### config.mk
export PLATFORM = sky130hd
export DESIGN_NAME = sync_length_sum_frame_parser_top
export DESIGN_NICKNAME = d
export VERILOG_FILES = /design/src/rtl/core/slp_pkg.sv /design/src/rtl/core/sync_length_sum_frame_parser_top.sv /design/src/rtl/core/slp_parser.sv /design/src/rtl/core/slp_out_buf.sv
export SDC_FILE = /design/constraint.sdc
export NUM_CORES = 1
export LEC_CHECK = 0
export ABC_AREA = 1
export BUFFER_PORTS_ARGS = -buffer_cell sky130_fd_sc_hd__buf_4
export CAP_MARGIN = 20
export CORE_UTILIZATION = 60
export DETAILED_ROUTE_END_ITERATION = 12
export HOLD_SLACK_MARGIN = 0.02
export PLACE_DENSITY_LB_ADDON = 0.05
export SETUP_SLACK_MARGIN = 0.15
export SYNTH_ARGS = -nofsm -noshare
export SYNTH_HDL_FRONTEND = slang
export SYNTH_SLANG_ARGS = --single-unit
### constraint.sdc
create_clock -name clk_i -period 4.7 [get_ports clk_i]
set_input_delay 0.705 -clock clk_i [delete_from_list [all_inputs] [get_ports clk_i]]
set_output_delay 0.705 -clock clk_i [all_outputs]
set_load 0.02 [all_outputs]
### src/rtl/core/slp_pkg.sv
// Shared types and constants of the sync-length-sum frame parser.
package slp_pkg;

  localparam logic [7:0] SYNC_FIRST  = 8'h55;
  localparam logic [7:0] SYNC_SECOND = 8'hAA;

  localparam logic [15:0] MAX_LEN_RESET = 16'd248;
  localparam logic [3:0]  TRL_CNT_RESET = 4'd2;

  localparam logic [1:0] CFG_MAX_LEN = 2'd0;
  localparam logic [1:0] CFG_TRL_CNT = 2'd1;

  localparam logic [1:0] KIND_PAYLOAD = 2'd0;
  localparam logic [1:0] KIND_OK      = 2'd1;
  localparam logic [1:0] KIND_SUM_ERR = 2'd2;
  localparam logic [1:0] KIND_LEN_ERR = 2'd3;

  typedef struct packed {
    logic [1:0]  kind;
    logic [7:0]  payload_byte;
    logic [7:0]  command;
    logic [7:0]  sequence_res;
    logic [15:0] frame_length;
  } res_t;

  typedef struct packed {
    logic [15:0] max_len;
    logic [3:0]  trl_cnt;
  } cfg_t;

endpackage

### src/rtl/core/sync_length_sum_frame_parser_top.sv
// Top level of the sync-length-sum frame parser: config registers and datapath.
// Each result is registered in the result buffer and is shown at the output from there.
// Throughput: one byte per cycle; the two-entry result buffer absorbs output stalls.
// The input stalls only while both result entries wait to be taken.
// Reset (async, active low) returns to sync hunting, empties the buffer and loads
// max_length with 248 and trailer_count with 2.
module sync_length_sum_frame_parser_top import slp_pkg::*; (
  input  logic        clk_i,
  input  logic        rst_ni,
  input  logic        in_valid_i,
  output logic        in_stall_o,
  input  logic [7:0]  rx_byte_i,
  output logic        out_valid_o,
  input  logic        out_stall_i,
  output logic [1:0]  kind_o,
  output logic [7:0]  payload_byte_o,
  output logic [7:0]  command_o,
  output logic [7:0]  sequence_res_o,
  output logic [15:0] frame_length_o,
  input  logic        cfg_we_i,
  input  logic [1:0]  cfg_idx_i,
  input  logic [15:0] cfg_data_i
);

  cfg_t cfg_q;
  logic space;
  logic push;
  res_t res_new;
  res_t res_out;

  always_ff @(posedge clk_i or negedge rst_ni) begin
    if (!rst_ni) begin
      cfg_q.max_len <= MAX_LEN_RESET;
      cfg_q.trl_cnt <= TRL_CNT_RESET;
    end else if (cfg_we_i) begin
      if (cfg_idx_i == CFG_MAX_LEN) begin
        cfg_q.max_len <= cfg_data_i;
      end else if (cfg_idx_i == CFG_TRL_CNT) begin
        cfg_q.trl_cnt <= cfg_data_i[3:0];
      end
    end
  end

  slp_parser u_parser (
    .clk_i      (clk_i),
    .rst_ni     (rst_ni),
    .in_valid_i (in_valid_i),
    .rx_byte_i  (rx_byte_i),
    .space_i    (space),
    .cfg_i      (cfg_q),
    .in_stall_o (in_stall_o),
    .push_o     (push),
    .res_o      (res_new)
  );

  slp_out_buf u_out_buf (
    .clk_i       (clk_i),
    .rst_ni      (rst_ni),
    .push_i      (push),
    .res_i       (res_new),
    .out_stall_i (out_stall_i),
    .space_o     (space),
    .out_valid_o (out_valid_o),
    .res_o       (res_out)
  );

  assign kind_o         = res_out.kind;
  assign payload_byte_o = res_out.payload_byte;
  assign command_o      = res_out.command;
  assign sequence_res_o = res_out.sequence_res;
  assign frame_length_o = res_out.frame_length;

endmodule

### src/rtl/core/slp_parser.sv
// Per-byte deframing state machine with checksum and length checks.
module slp_parser import slp_pkg::*; (
  input  logic       clk_i,
  input  logic       rst_ni,
  input  logic       in_valid_i,
  input  logic [7:0] rx_byte_i,
  input  logic       space_i,
  input  cfg_t       cfg_i,
  output logic       in_stall_o,
  output logic       push_o,
  output res_t       res_o
);

  localparam logic [3:0] PH_HUNT   = 4'd0;
  localparam logic [3:0] PH_SYNC2  = 4'd1;
  localparam logic [3:0] PH_LEN_LO = 4'd2;
  localparam logic [3:0] PH_LEN_HI = 4'd3;
  localparam logic [3:0] PH_SEQ    = 4'd4;
  localparam logic [3:0] PH_CMD    = 4'd5;
  localparam logic [3:0] PH_DATA   = 4'd6;
  localparam logic [3:0] PH_CHK    = 4'd7;
  localparam logic [3:0] PH_TRAIL  = 4'd8;

  logic [3:0]  phase_q, phase_d;
  logic [7:0]  sum_q, sum_d;
  logic [15:0] cnt_q, cnt_d;
  logic [7:0]  len_lo_q, len_lo_d;
  logic [15:0] len_q, len_d;
  logic [7:0]  seq_q, seq_d;
  logic [7:0]  cmd_q, cmd_d;

  logic        accept;
  logic        emit;
  logic [15:0] new_len;
  logic [15:0] cnt_dec;
  logic [15:0] cnt_inc;
  logic [15:0] need;
  logic [7:0]  sum_add;

  assign in_stall_o = !space_i;
  assign accept     = in_valid_i && space_i;
  assign push_o     = accept && emit;

  assign new_len = {rx_byte_i, len_lo_q};
  assign cnt_dec = cnt_q - 16'd1;
  assign cnt_inc = cnt_q + 16'd1;
  assign sum_add = sum_q + rx_byte_i;
  // A trailer count of zero still waits for one trailer byte.
  assign need    = (cfg_i.trl_cnt == 4'd0) ? 16'd1 : {12'd0, cfg_i.trl_cnt};

  always_comb begin
    phase_d  = phase_q;
    sum_d    = sum_q;
    cnt_d    = cnt_q;
    len_lo_d = len_lo_q;
    len_d    = len_q;
    seq_d    = seq_q;
    cmd_d    = cmd_q;
    emit     = 1'b0;
    res_o    = '{kind: KIND_PAYLOAD, payload_byte: 8'd0, command: cmd_q,
                 sequence_res: seq_q, frame_length: len_q};
    case (phase_q)
      PH_HUNT: begin
        if (rx_byte_i == SYNC_FIRST) begin
          sum_d   = rx_byte_i;
          phase_d = PH_SYNC2;
        end
      end
      PH_SYNC2: begin
        if (rx_byte_i == SYNC_SECOND) begin
          sum_d   = sum_add;
          phase_d = PH_LEN_LO;
        end else if (rx_byte_i == SYNC_FIRST) begin
          sum_d = rx_byte_i;
        end else begin
          phase_d = PH_HUNT;
        end
      end
      PH_LEN_LO: begin
        len_lo_d = rx_byte_i;
        sum_d    = sum_add;
        phase_d  = PH_LEN_HI;
      end
      PH_LEN_HI: begin
        sum_d = sum_add;
        len_d = new_len;
        if (new_len > cfg_i.max_len) begin
          phase_d = PH_HUNT;
          emit    = 1'b1;
          res_o   = '{kind: KIND_LEN_ERR, payload_byte: 8'd0, command: 8'd0,
                      sequence_res: 8'd0, frame_length: new_len};
        end else begin
          phase_d = PH_SEQ;
        end
      end
      PH_SEQ: begin
        seq_d   = rx_byte_i;
        sum_d   = sum_add;
        phase_d = PH_CMD;
      end
      PH_CMD: begin
        cmd_d   = rx_byte_i;
        sum_d   = sum_add;
        cnt_d   = len_q;
        phase_d = (len_q == 16'd0) ? PH_CHK : PH_DATA;
      end
      PH_DATA: begin
        sum_d = sum_add;
        cnt_d = cnt_dec;
        if (cnt_dec == 16'd0) begin
          phase_d = PH_CHK;
        end
        emit               = 1'b1;
        res_o.kind         = KIND_PAYLOAD;
        res_o.payload_byte = rx_byte_i;
      end
      PH_CHK: begin
        if (rx_byte_i == sum_q) begin
          cnt_d   = 16'd0;
          phase_d = PH_TRAIL;
        end else begin
          phase_d    = PH_HUNT;
          emit       = 1'b1;
          res_o.kind = KIND_SUM_ERR;
        end
      end
      PH_TRAIL: begin
        cnt_d = cnt_inc;
        if (cnt_inc >= need) begin
          cnt_d      = 16'd0;
          phase_d    = PH_HUNT;
          emit       = 1'b1;
          res_o.kind = KIND_OK;
        end
      end
      default: begin
        phase_d = PH_HUNT;
      end
    endcase
  end

  always_ff @(posedge clk_i or negedge rst_ni) begin
    if (!rst_ni) begin
      phase_q  <= PH_HUNT;
      sum_q    <= 8'd0;
      cnt_q    <= 16'd0;
      len_lo_q <= 8'd0;
      len_q    <= 16'd0;
      seq_q    <= 8'd0;
      cmd_q    <= 8'd0;
    end else if (accept) begin
      phase_q  <= phase_d;
      sum_q    <= sum_d;
      cnt_q    <= cnt_d;
      len_lo_q <= len_lo_d;
      len_q    <= len_d;
      seq_q    <= seq_d;
      cmd_q    <= cmd_d;
    end
  end

`ifndef SYNTHESIS
  a_payload_in_data: assert property (@(posedge clk_i) disable iff (!rst_ni)
    (push_o && res_o.kind == KIND_PAYLOAD) |-> phase_q == PH_DATA)
    else $error("payload item emitted outside the data phase");

  a_result_ends_frame: assert property (@(posedge clk_i) disable iff (!rst_ni)
    (push_o && res_o.kind != KIND_PAYLOAD) |=> phase_q == PH_HUNT)
    else $error("frame result did not return to sync hunting");

  a_data_count_nonzero: assert property (@(posedge clk_i) disable iff (!rst_ni)
    phase_q == PH_DATA |-> cnt_q != 16'd0)
    else $error("data phase entered with zero bytes left");
`endif

endmodule

### src/rtl/core/slp_out_buf.sv
// Two-entry result buffer that decouples the parser from output stalls.
module slp_out_buf import slp_pkg::*; (
  input  logic clk_i,
  input  logic rst_ni,
  input  logic push_i,
  input  res_t res_i,
  input  logic out_stall_i,
  output logic space_o,
  output logic out_valid_o,
  output res_t res_o
);

  logic [1:0] cnt_q, cnt_d;
  res_t       head_q, head_d;
  res_t       skid_q, skid_d;
  logic       pop;

  assign out_valid_o = (cnt_q != 2'd0);
  assign space_o     = (cnt_q != 2'd2);
  assign res_o       = head_q;
  assign pop         = out_valid_o && !out_stall_i;

  always_comb begin
    cnt_d  = cnt_q;
    head_d = head_q;
    skid_d = skid_q;
    case (cnt_q)
      2'd0: begin
        if (push_i) begin
          head_d = res_i;
          cnt_d  = 2'd1;
        end
      end
      2'd1: begin
        if (pop && push_i) begin
          head_d = res_i;
        end else if (pop) begin
          cnt_d = 2'd0;
        end else if (push_i) begin
          skid_d = res_i;
          cnt_d  = 2'd2;
        end
      end
      2'd2: begin
        // No push is possible while full.
        if (pop) begin
          head_d = skid_q;
          cnt_d  = 2'd1;
        end
      end
      default: begin
        cnt_d = 2'd0;
      end
    endcase
  end

  always_ff @(posedge clk_i or negedge rst_ni) begin
    if (!rst_ni) begin
      cnt_q <= 2'd0;
    end else begin
      cnt_q <= cnt_d;
    end
  end

  always_ff @(posedge clk_i) begin
    head_q <= head_d;
    skid_q <= skid_d;
  end

`ifndef SYNTHESIS
  a_no_push_when_full: assert property (@(posedge clk_i) disable iff (!rst_ni)
    push_i |-> cnt_q != 2'd2)
    else $error("result pushed into a full buffer");

  a_count_range: assert property (@(posedge clk_i) disable iff (!rst_ni)
    cnt_q != 2'd3)
    else $error("buffer count out of range");

  a_skid_moves_up: assert property (@(posedge clk_i) disable iff (!rst_ni)
    (cnt_q == 2'd2 && pop) |=> res_o == $past(skid_q))
    else $error("waiting item lost when head was taken");
`endif

endmodule
# After elaboration in Yosys (flattened, before gate mapping)
# Cells that the tools add are included.
# classes
n_mul,0
bitwise,3
reduce_logical,29
mux,36
magnitude_cmp,2
add_sub_neg,3
n_div,0
n_shift,0
n_eq_ne,25
# ops
op,n
42-bit two-way mux,4
42-bit case mux with 3 select lines,1
16-bit case mux with 4 select lines,1
4-bit case mux with 9 select lines,1
16-bit logical NOT,2
16-bit two-way mux,2
32-bit two-way mux,1
4-bit two-way mux,7
8-bit case mux with 3 select lines,1
"16-bit by 1-bit adder with 16-bit output, second input constant",1
"4-bit by 3-bit equality test with 1-bit output, second input constant",4
16-bit >= comparator,1
16-bit > comparator,1
8-bit two-way mux,2
8-bit case mux with 2 select lines,1
"16-bit by 1-bit subtractor with 16-bit output, second input constant",1
"2-bit by 1-bit != test with 1-bit output, second input constant",7
2-bit two-way mux,6
2-bit case mux with 3 select lines,2
2-bit AND reduction,6
4-bit AND reduction,3
8-bit adder,1
"4-bit by 2-bit equality test with 1-bit output, second input constant",2
"8-bit by 7-bit equality test with 1-bit output, second input constant",1
23 further kinds,39
# totals
in_bits,31
mem_count,0
word_cells,118
rom_bits,0
output_inout_bits,44
latchBits,0
mem_bits_rw,0
reg_bits,174

# Longest topological paths before layout
# logic_depth
ltp_word,10
ltp_mapped,19
ltp_nobuf,19

# By module
# From an unflattened synthesis, not the netlist that was laid out.
# hier_totals
hier_cells,1097
hier_area_um2,9306.4
# by_module_without_submodules
mod,n_inst,area_each_um2,cells_per_inst,seq_area_each_um2
slp_parser,1,5208.7,764,1701.6
slp_out_buf,1,3274.4,245,2572.5
sync_length_sum_frame_parser_top,1,823.3,88,508.0

# Least setup slack after synthesis
# No wires, ideal clock.
# synth_path
path_kind,input -> register
startpoint,input port rx_byte_i[3]
endpoint,register u_out_buf.skid_q[0] in the netlist's numbering (enable)
n_path_buf,0
slack_ps,681
stages,13
setup_ps,441
t_arrival_ps,3577
required_ps,4259
path_cell_list,ha_1 nand2_1 inv_1 nand3_1 nor2_1 nand2_1 nand2_1 nand3_1 nand2_1 nor2_1 nand2_2 nand2_2 nor2_1
# synth_between
elab_chain_len,7
elab_cells_between_ends,9
cone_classes,1 x order compare; 1 x eq/ne; 3 x mux; 1 x bitwise; 3 x reduce/logical
# synth_rtl
element,line_no,text
"start, declared",sync_length_sum_frame_parser_top.sv:12,"input logic [7:0] rx_byte_i,"
16-bit > comparator / 8-bit equality test (equally long branches),"slp_parser.sv:87, slp_parser.sv:118",
"1-bit two-way mux, on equally long branches","slp_parser.sv:87, slp_parser.sv:118",
1-bit case mux with 4 select lines (*),slp_parser.sv:62,case (phase_q)
1-bit logical AND (*),slp_parser.sv:42,assign push_o = accept && emit;
1-bit logical AND,slp_out_buf.sv:35,if (pop && push_i) begin
1-bit NOT (no line),n/a,
4-bit AND reduction (no line) (*),n/a,
"end signal, assigned",slp_out_buf.sv:67,skid_q <= skid_d;
"end, declared",slp_out_buf.sv:15,"res_t skid_q, skid_d;"
# Mark *: on every way between the ends. The rest lies on a longest branch, timed or not.
# A chain may end at the register's enable or synchronous reset.

# Final worst setup path
# layout_path
startpoint,register u_parser.cnt_q[0]
endpoint,register u_out_buf.skid_q[38] in the netlist's numbering (enable)
# layout_between
elab_chain_len,8
# layout_rtl
element,line_no,text
"start, declared",slp_parser.sv:26,"logic [15:0] cnt_q, cnt_d;"
"start signal, assigned",slp_parser.sv:154,cnt_q <= cnt_d;
16-bit by 1-bit adder with 16-bit output (*),slp_parser.sv:46,assign cnt_inc = cnt_q + 16'd1;
16-bit >= comparator (*),slp_parser.sv:129,if (cnt_inc >= need) begin
1-bit two-way mux (*),slp_parser.sv:129,
1-bit case mux with 4 select lines (*),slp_parser.sv:62,
1-bit logical AND (*),slp_parser.sv:42,
1-bit logical AND,slp_out_buf.sv:35,
1-bit NOT (no line),n/a,
4-bit AND reduction (no line) (*),n/a,
# Marked as above.

==> flow_metrics.tcl <==
set metrics [dict create \
    rows 43 \
    dr.pass1.iters 5 \
    crit_chain "inv_1, ha_1, ha_1, o21ai_0, nand2_1, nand2_1, nand2_1, nand2_1, nand2_1, nor2_1, nand3_2, nand2_2, nand2_2, nand2_2, nor2_4, buf_4" \
    yosysTopAreaCell "edfxtp_1" \
    tritoncts.num_buffers 17 \
    initial_core_util_pct 62.52 \
    grt_overflow 0 \
    drive_gt1_share_pct 13.97 \
    drt_iter0_markers 779 \
    htreeDepth 4 \
    grt_pass1_vias 6622 \
    cp.arrival_ns 3.30 \
    n_antenna_cell 0 \
    num_vias 7070 \
    min_period_ns 3.209 \
    fin_worst_skew_ns 0.009186 \
    hold_viol 0 \
    pwr-share-seq_pct 43.3 \
    max_freq_ghz 0.3116 \
    setup_viol 0 \
    antenna_found_initial 0 \
    yosysTopAreaCellShare_pct 28.62 \
    clock_power_share_pct 29.2 \
    drc 0 \
    path_common_cell "nand2_1" \
    vdd.ir_drop.worst_v 0.0002582 \
    synth-adder-area-share_pct 4.487 \
    grt_max_degree 60 \
    switching_share_pct 34.35 \
    synth-compound-area-share_pct 9.953 \
    outcome "finished clean" \
    tightest_slew_ns 0.8815 \
    max-slew-margin-rel_pct 41.09 \
    die_h_um 123.2 \
    rr_startpoint "u_parser.cnt_q[0]$_DFFE_PN0P_" \
    yosys.area_share.xor_xnor_pct 1.988 \
    endpoint "u_out_buf.skid_q[38]$_DFFE_PP_" \
    cts_buffer_depth 2 \
    slowest_stage "dfrtp_1" \
    clkSlewWorstSetupHoldPaths_ns 0.07 \
    wl_per_cell_um 15.94 \
    power.internal_uw 3231 \
    power_leakage_uw 0.004783 \
    dp_hpwl_mm 14.01 \
    cts_tree "built" \
    cts_num_sinks 174 \
    cts_root_buf "clkbuf_16" \
    synth_mux_area_share_pct 0 \
    hold_class "in2async" \
    start_kind "flip-flop" \
    layoutNonFillerInstCount 1268 \
    cts_setup_buffers 0 \
    startpoint "u_parser.cnt_q[0]$_DFFE_PN0P_" \
    synthToLayoutAreaGrowth_pct 14.60 \
    io_pins 75 \
    ys_ff_latch 174 \
    avgSynthCellArea_um2 8.725 \
    synth_top_family_by_area "simple AND/OR/NAND/NOR gates" \
    cp_max_fo 27 \
    r2r_cells 16 \
    dieArea_um2 15180 \
    dp.cells 1236 \
    grt_pass1_wl_mm 33.02 \
    tns_ns 0 \
    cts_resized 0 \
    grt_usage_pct 28.87 \
    p_sw_uw 1691 \
    netlist_area_um2 8812 \
    worstPathRequired_ns 4.79 \
    synth_area_leaders "edfxtp_1 (29%), dfrtp_1 (24%), nand2_1 (13%)" \
    place_congestion 0.9253 \
    yosys_warnings 0 \
    die_width_um 123.2 \
    core_um2 14100 \
    yosys.area_share.simple_pct 22.67 \
    path_buf_inv 2 \
    netlist_instances 1010 \
    seq_area_frac_synth_pct 54.27 \
    io_buffers 74 \
    viasPerCell 5.576 \
    drv_slew 0 \
    hold_buffers 0 \
    r2r_setup_slack_ns 1.49 \
    drtAntennaViolNets 0 \
    wl_mm 20.21 \
    fin_nets 1137 \
    synth.distinct_cells 43 \
    cp.depth 16 \
    cap_viol_max_count 0 \
    rsz0062_at_grt "false" \
    combPwrFrac_pct 27.6 \
    powerDensity_nw_per_um2 487.4 \
    r2r_end "u_out_buf.skid_q[38]$_DFFE_PP_" \
    endpoint_kind "flip-flop" \
    fin_crit_sh_pct 68.29 \
    cp_slowest_stage_delay_ns 0.50 \
    crit_family "simple AND/OR/NAND/NOR gates" \
    clk_latency_ns 0.43 \
    synth_fp_nets 1072 \
    worstSetupPathType "reg2reg" \
]
stage by stage:
| step | hold slack [ns] | util (%) | setup slack [ns] | area (µm²) | total power [µW] |
|---|---|---|---|---|---|
| floorplan | 0.4094 | - | 0.6812 | 8812 | 3045 |
| global placement | 0.4665 | 67.42 | 1.542 | 9504 | 3453 |
| detailed placement | 0.4729 | 67.42 | 1.427 | 9504 | 3497 |
| CTS | 0.3626 | 71.64 | 1.453 | 10100 | 4931 |
| global route | 0.4023 | 71.64 | 1.232 | 10100 | 5211 |
| finish | 0.3428 | 71.64 | 1.491 | 10100 | 4922 |
final cells by class:
type	instances	area, µm²
clock buffers	19	442.9
clock inverters	13	151.4
fillers	1118	3998
inverters	118	442.9
multi-input cells	685	3461
flip-flops and latches	174	4782
well taps	180	225.2
repair buffers	79	593.1
sequential cells by signal, summed over array words and instances, names as in the netlist:
signal	count
u_parser.cmd_q	8
u_out_buf.skid_q	42
u_parser.len_lo_q	8
cfg_q	20
u_parser.len_q	16
u_parser.phase_q	4
u_parser.sum_q	8
u_out_buf.res_o	42
u_parser.cnt_q	16
u_parser.seq_q	8
u_out_buf.cnt_q	2
power groups by stage:
stage | combinational (µW) | clock (µW) | sequential (µW)
2_1_floorplan | 817 | 0 | 2230
3_3_place_gp | 1310 | 0 | 2140
3_5_place_dp | 1350 | 0 | 2150
4_1_cts | 1360 | 1440 | 2130
5_1_grt | 1540 | 1510 | 2160
6_report | 1360 | 1440 | 2130
kinds of logic (layout without fill, tap and decap cells):
family | count (synthesis) | in the layout
AND/OR/NAND/NOR | 468 | 468
flip-flops | 174 | 174
adder cells (fa/ha/maj) | 31 | 31
buffers and inverters | 151 | 229
XOR/XNOR | 20 | 20
AO/OA/AOI/OAI | 166 | 166
Yosys cell counts, drive strengths merged:
| cell type | n |
|---|---|
| a21o | 1 |
| a211oi | 1 |
| nand2 | 304 |
| nor4 | 5 |
| nor3b | 2 |
| or2 | 2 |
| edfxtp | 84 |
| nand3 | 35 |
| nor2 | 89 |
| fa | 1 |
| nand3b | 2 |
| clkbuf | 24 |
| a21oi | 33 |
| o21a | 2 |
| o31ai | 2 |
| a31o | 1 |
| dfstp | 6 |
| inv | 118 |
| xor2 | 16 |
| nor3 | 11 |
| ha | 30 |
| dfrtp | 84 |
| o22ai | 6 |
| a2111o | 1 |
| a31oi | 3 |
| o211ai | 2 |
| o21ai | 114 |
| xnor2 | 4 |
| nand4 | 18 |
| buf | 9 |
worst register-to-register path, cell delays in order (launching register included):
cell,delay [ns]
dfrtp_1,0.50
inv_1,0.11
ha_1,0.34
ha_1,0.28
o21ai_0,0.08
nand2_1,0.08
nand2_1,0.05
nand2_1,0.05
nand2_1,0.05
nand2_1,0.05
nor2_1,0.05
nand3_2,0.13
nand2_2,0.10
nand2_2,0.10
nand2_2,0.09
nor2_4,0.39
buf_4,0.42
routing by layer:
layer	up-vias	track usage [%]	part of all wire [%]
li1	3446	-	-
met1	3329	39.09	44
met2	249	46.33	47
met3	46	4.428	5.6
met4	0	12.58	3.2
met5	-	0	0
worst min path at each step:
stage	start	end	slack, ns	cells past startpoint
after CTS	rst_ni	u_parser.cnt_q[10]$_DFFE_PN0P_	0.36	1
after global routing	rst_ni	u_parser.cnt_q[9]$_DFFE_PN0P_	0.40	1
final	rst_ni	u_parser.cnt_q[9]$_DFFE_PN0P_	0.34	1
after floorplan	rst_ni	cfg_q[0]$_DFFE_PN0P_	0.41	0
after global placement	u_parser.cmd_q[3]$_DFFE_PN0P_	u_parser.cmd_q[3]$_DFFE_PN0P_	0.47	2
after detailed placement	u_parser.seq_q[2]$_DFFE_PN0P_	u_parser.seq_q[2]$_DFFE_PN0P_	0.47	2
layout by cell type, fill, tap and decap left out, drive strengths merged, types with 3 or more instances in the layout:
master / n
buf: 79
dfstp: 6
nand3: 35
nor2: 89
a21oi: 33
o21ai: 114
inv: 125
ha: 30
xnor2: 4
nand2: 304
nor3: 11
dfrtp: 84
o22ai: 6
nand4: 18
nor4: 5
xor2: 16
a31oi: 3
clkbuf: 19
clkinv: 3
edfxtp: 84
No activity file was read; power rests on OpenSTA's default activity.
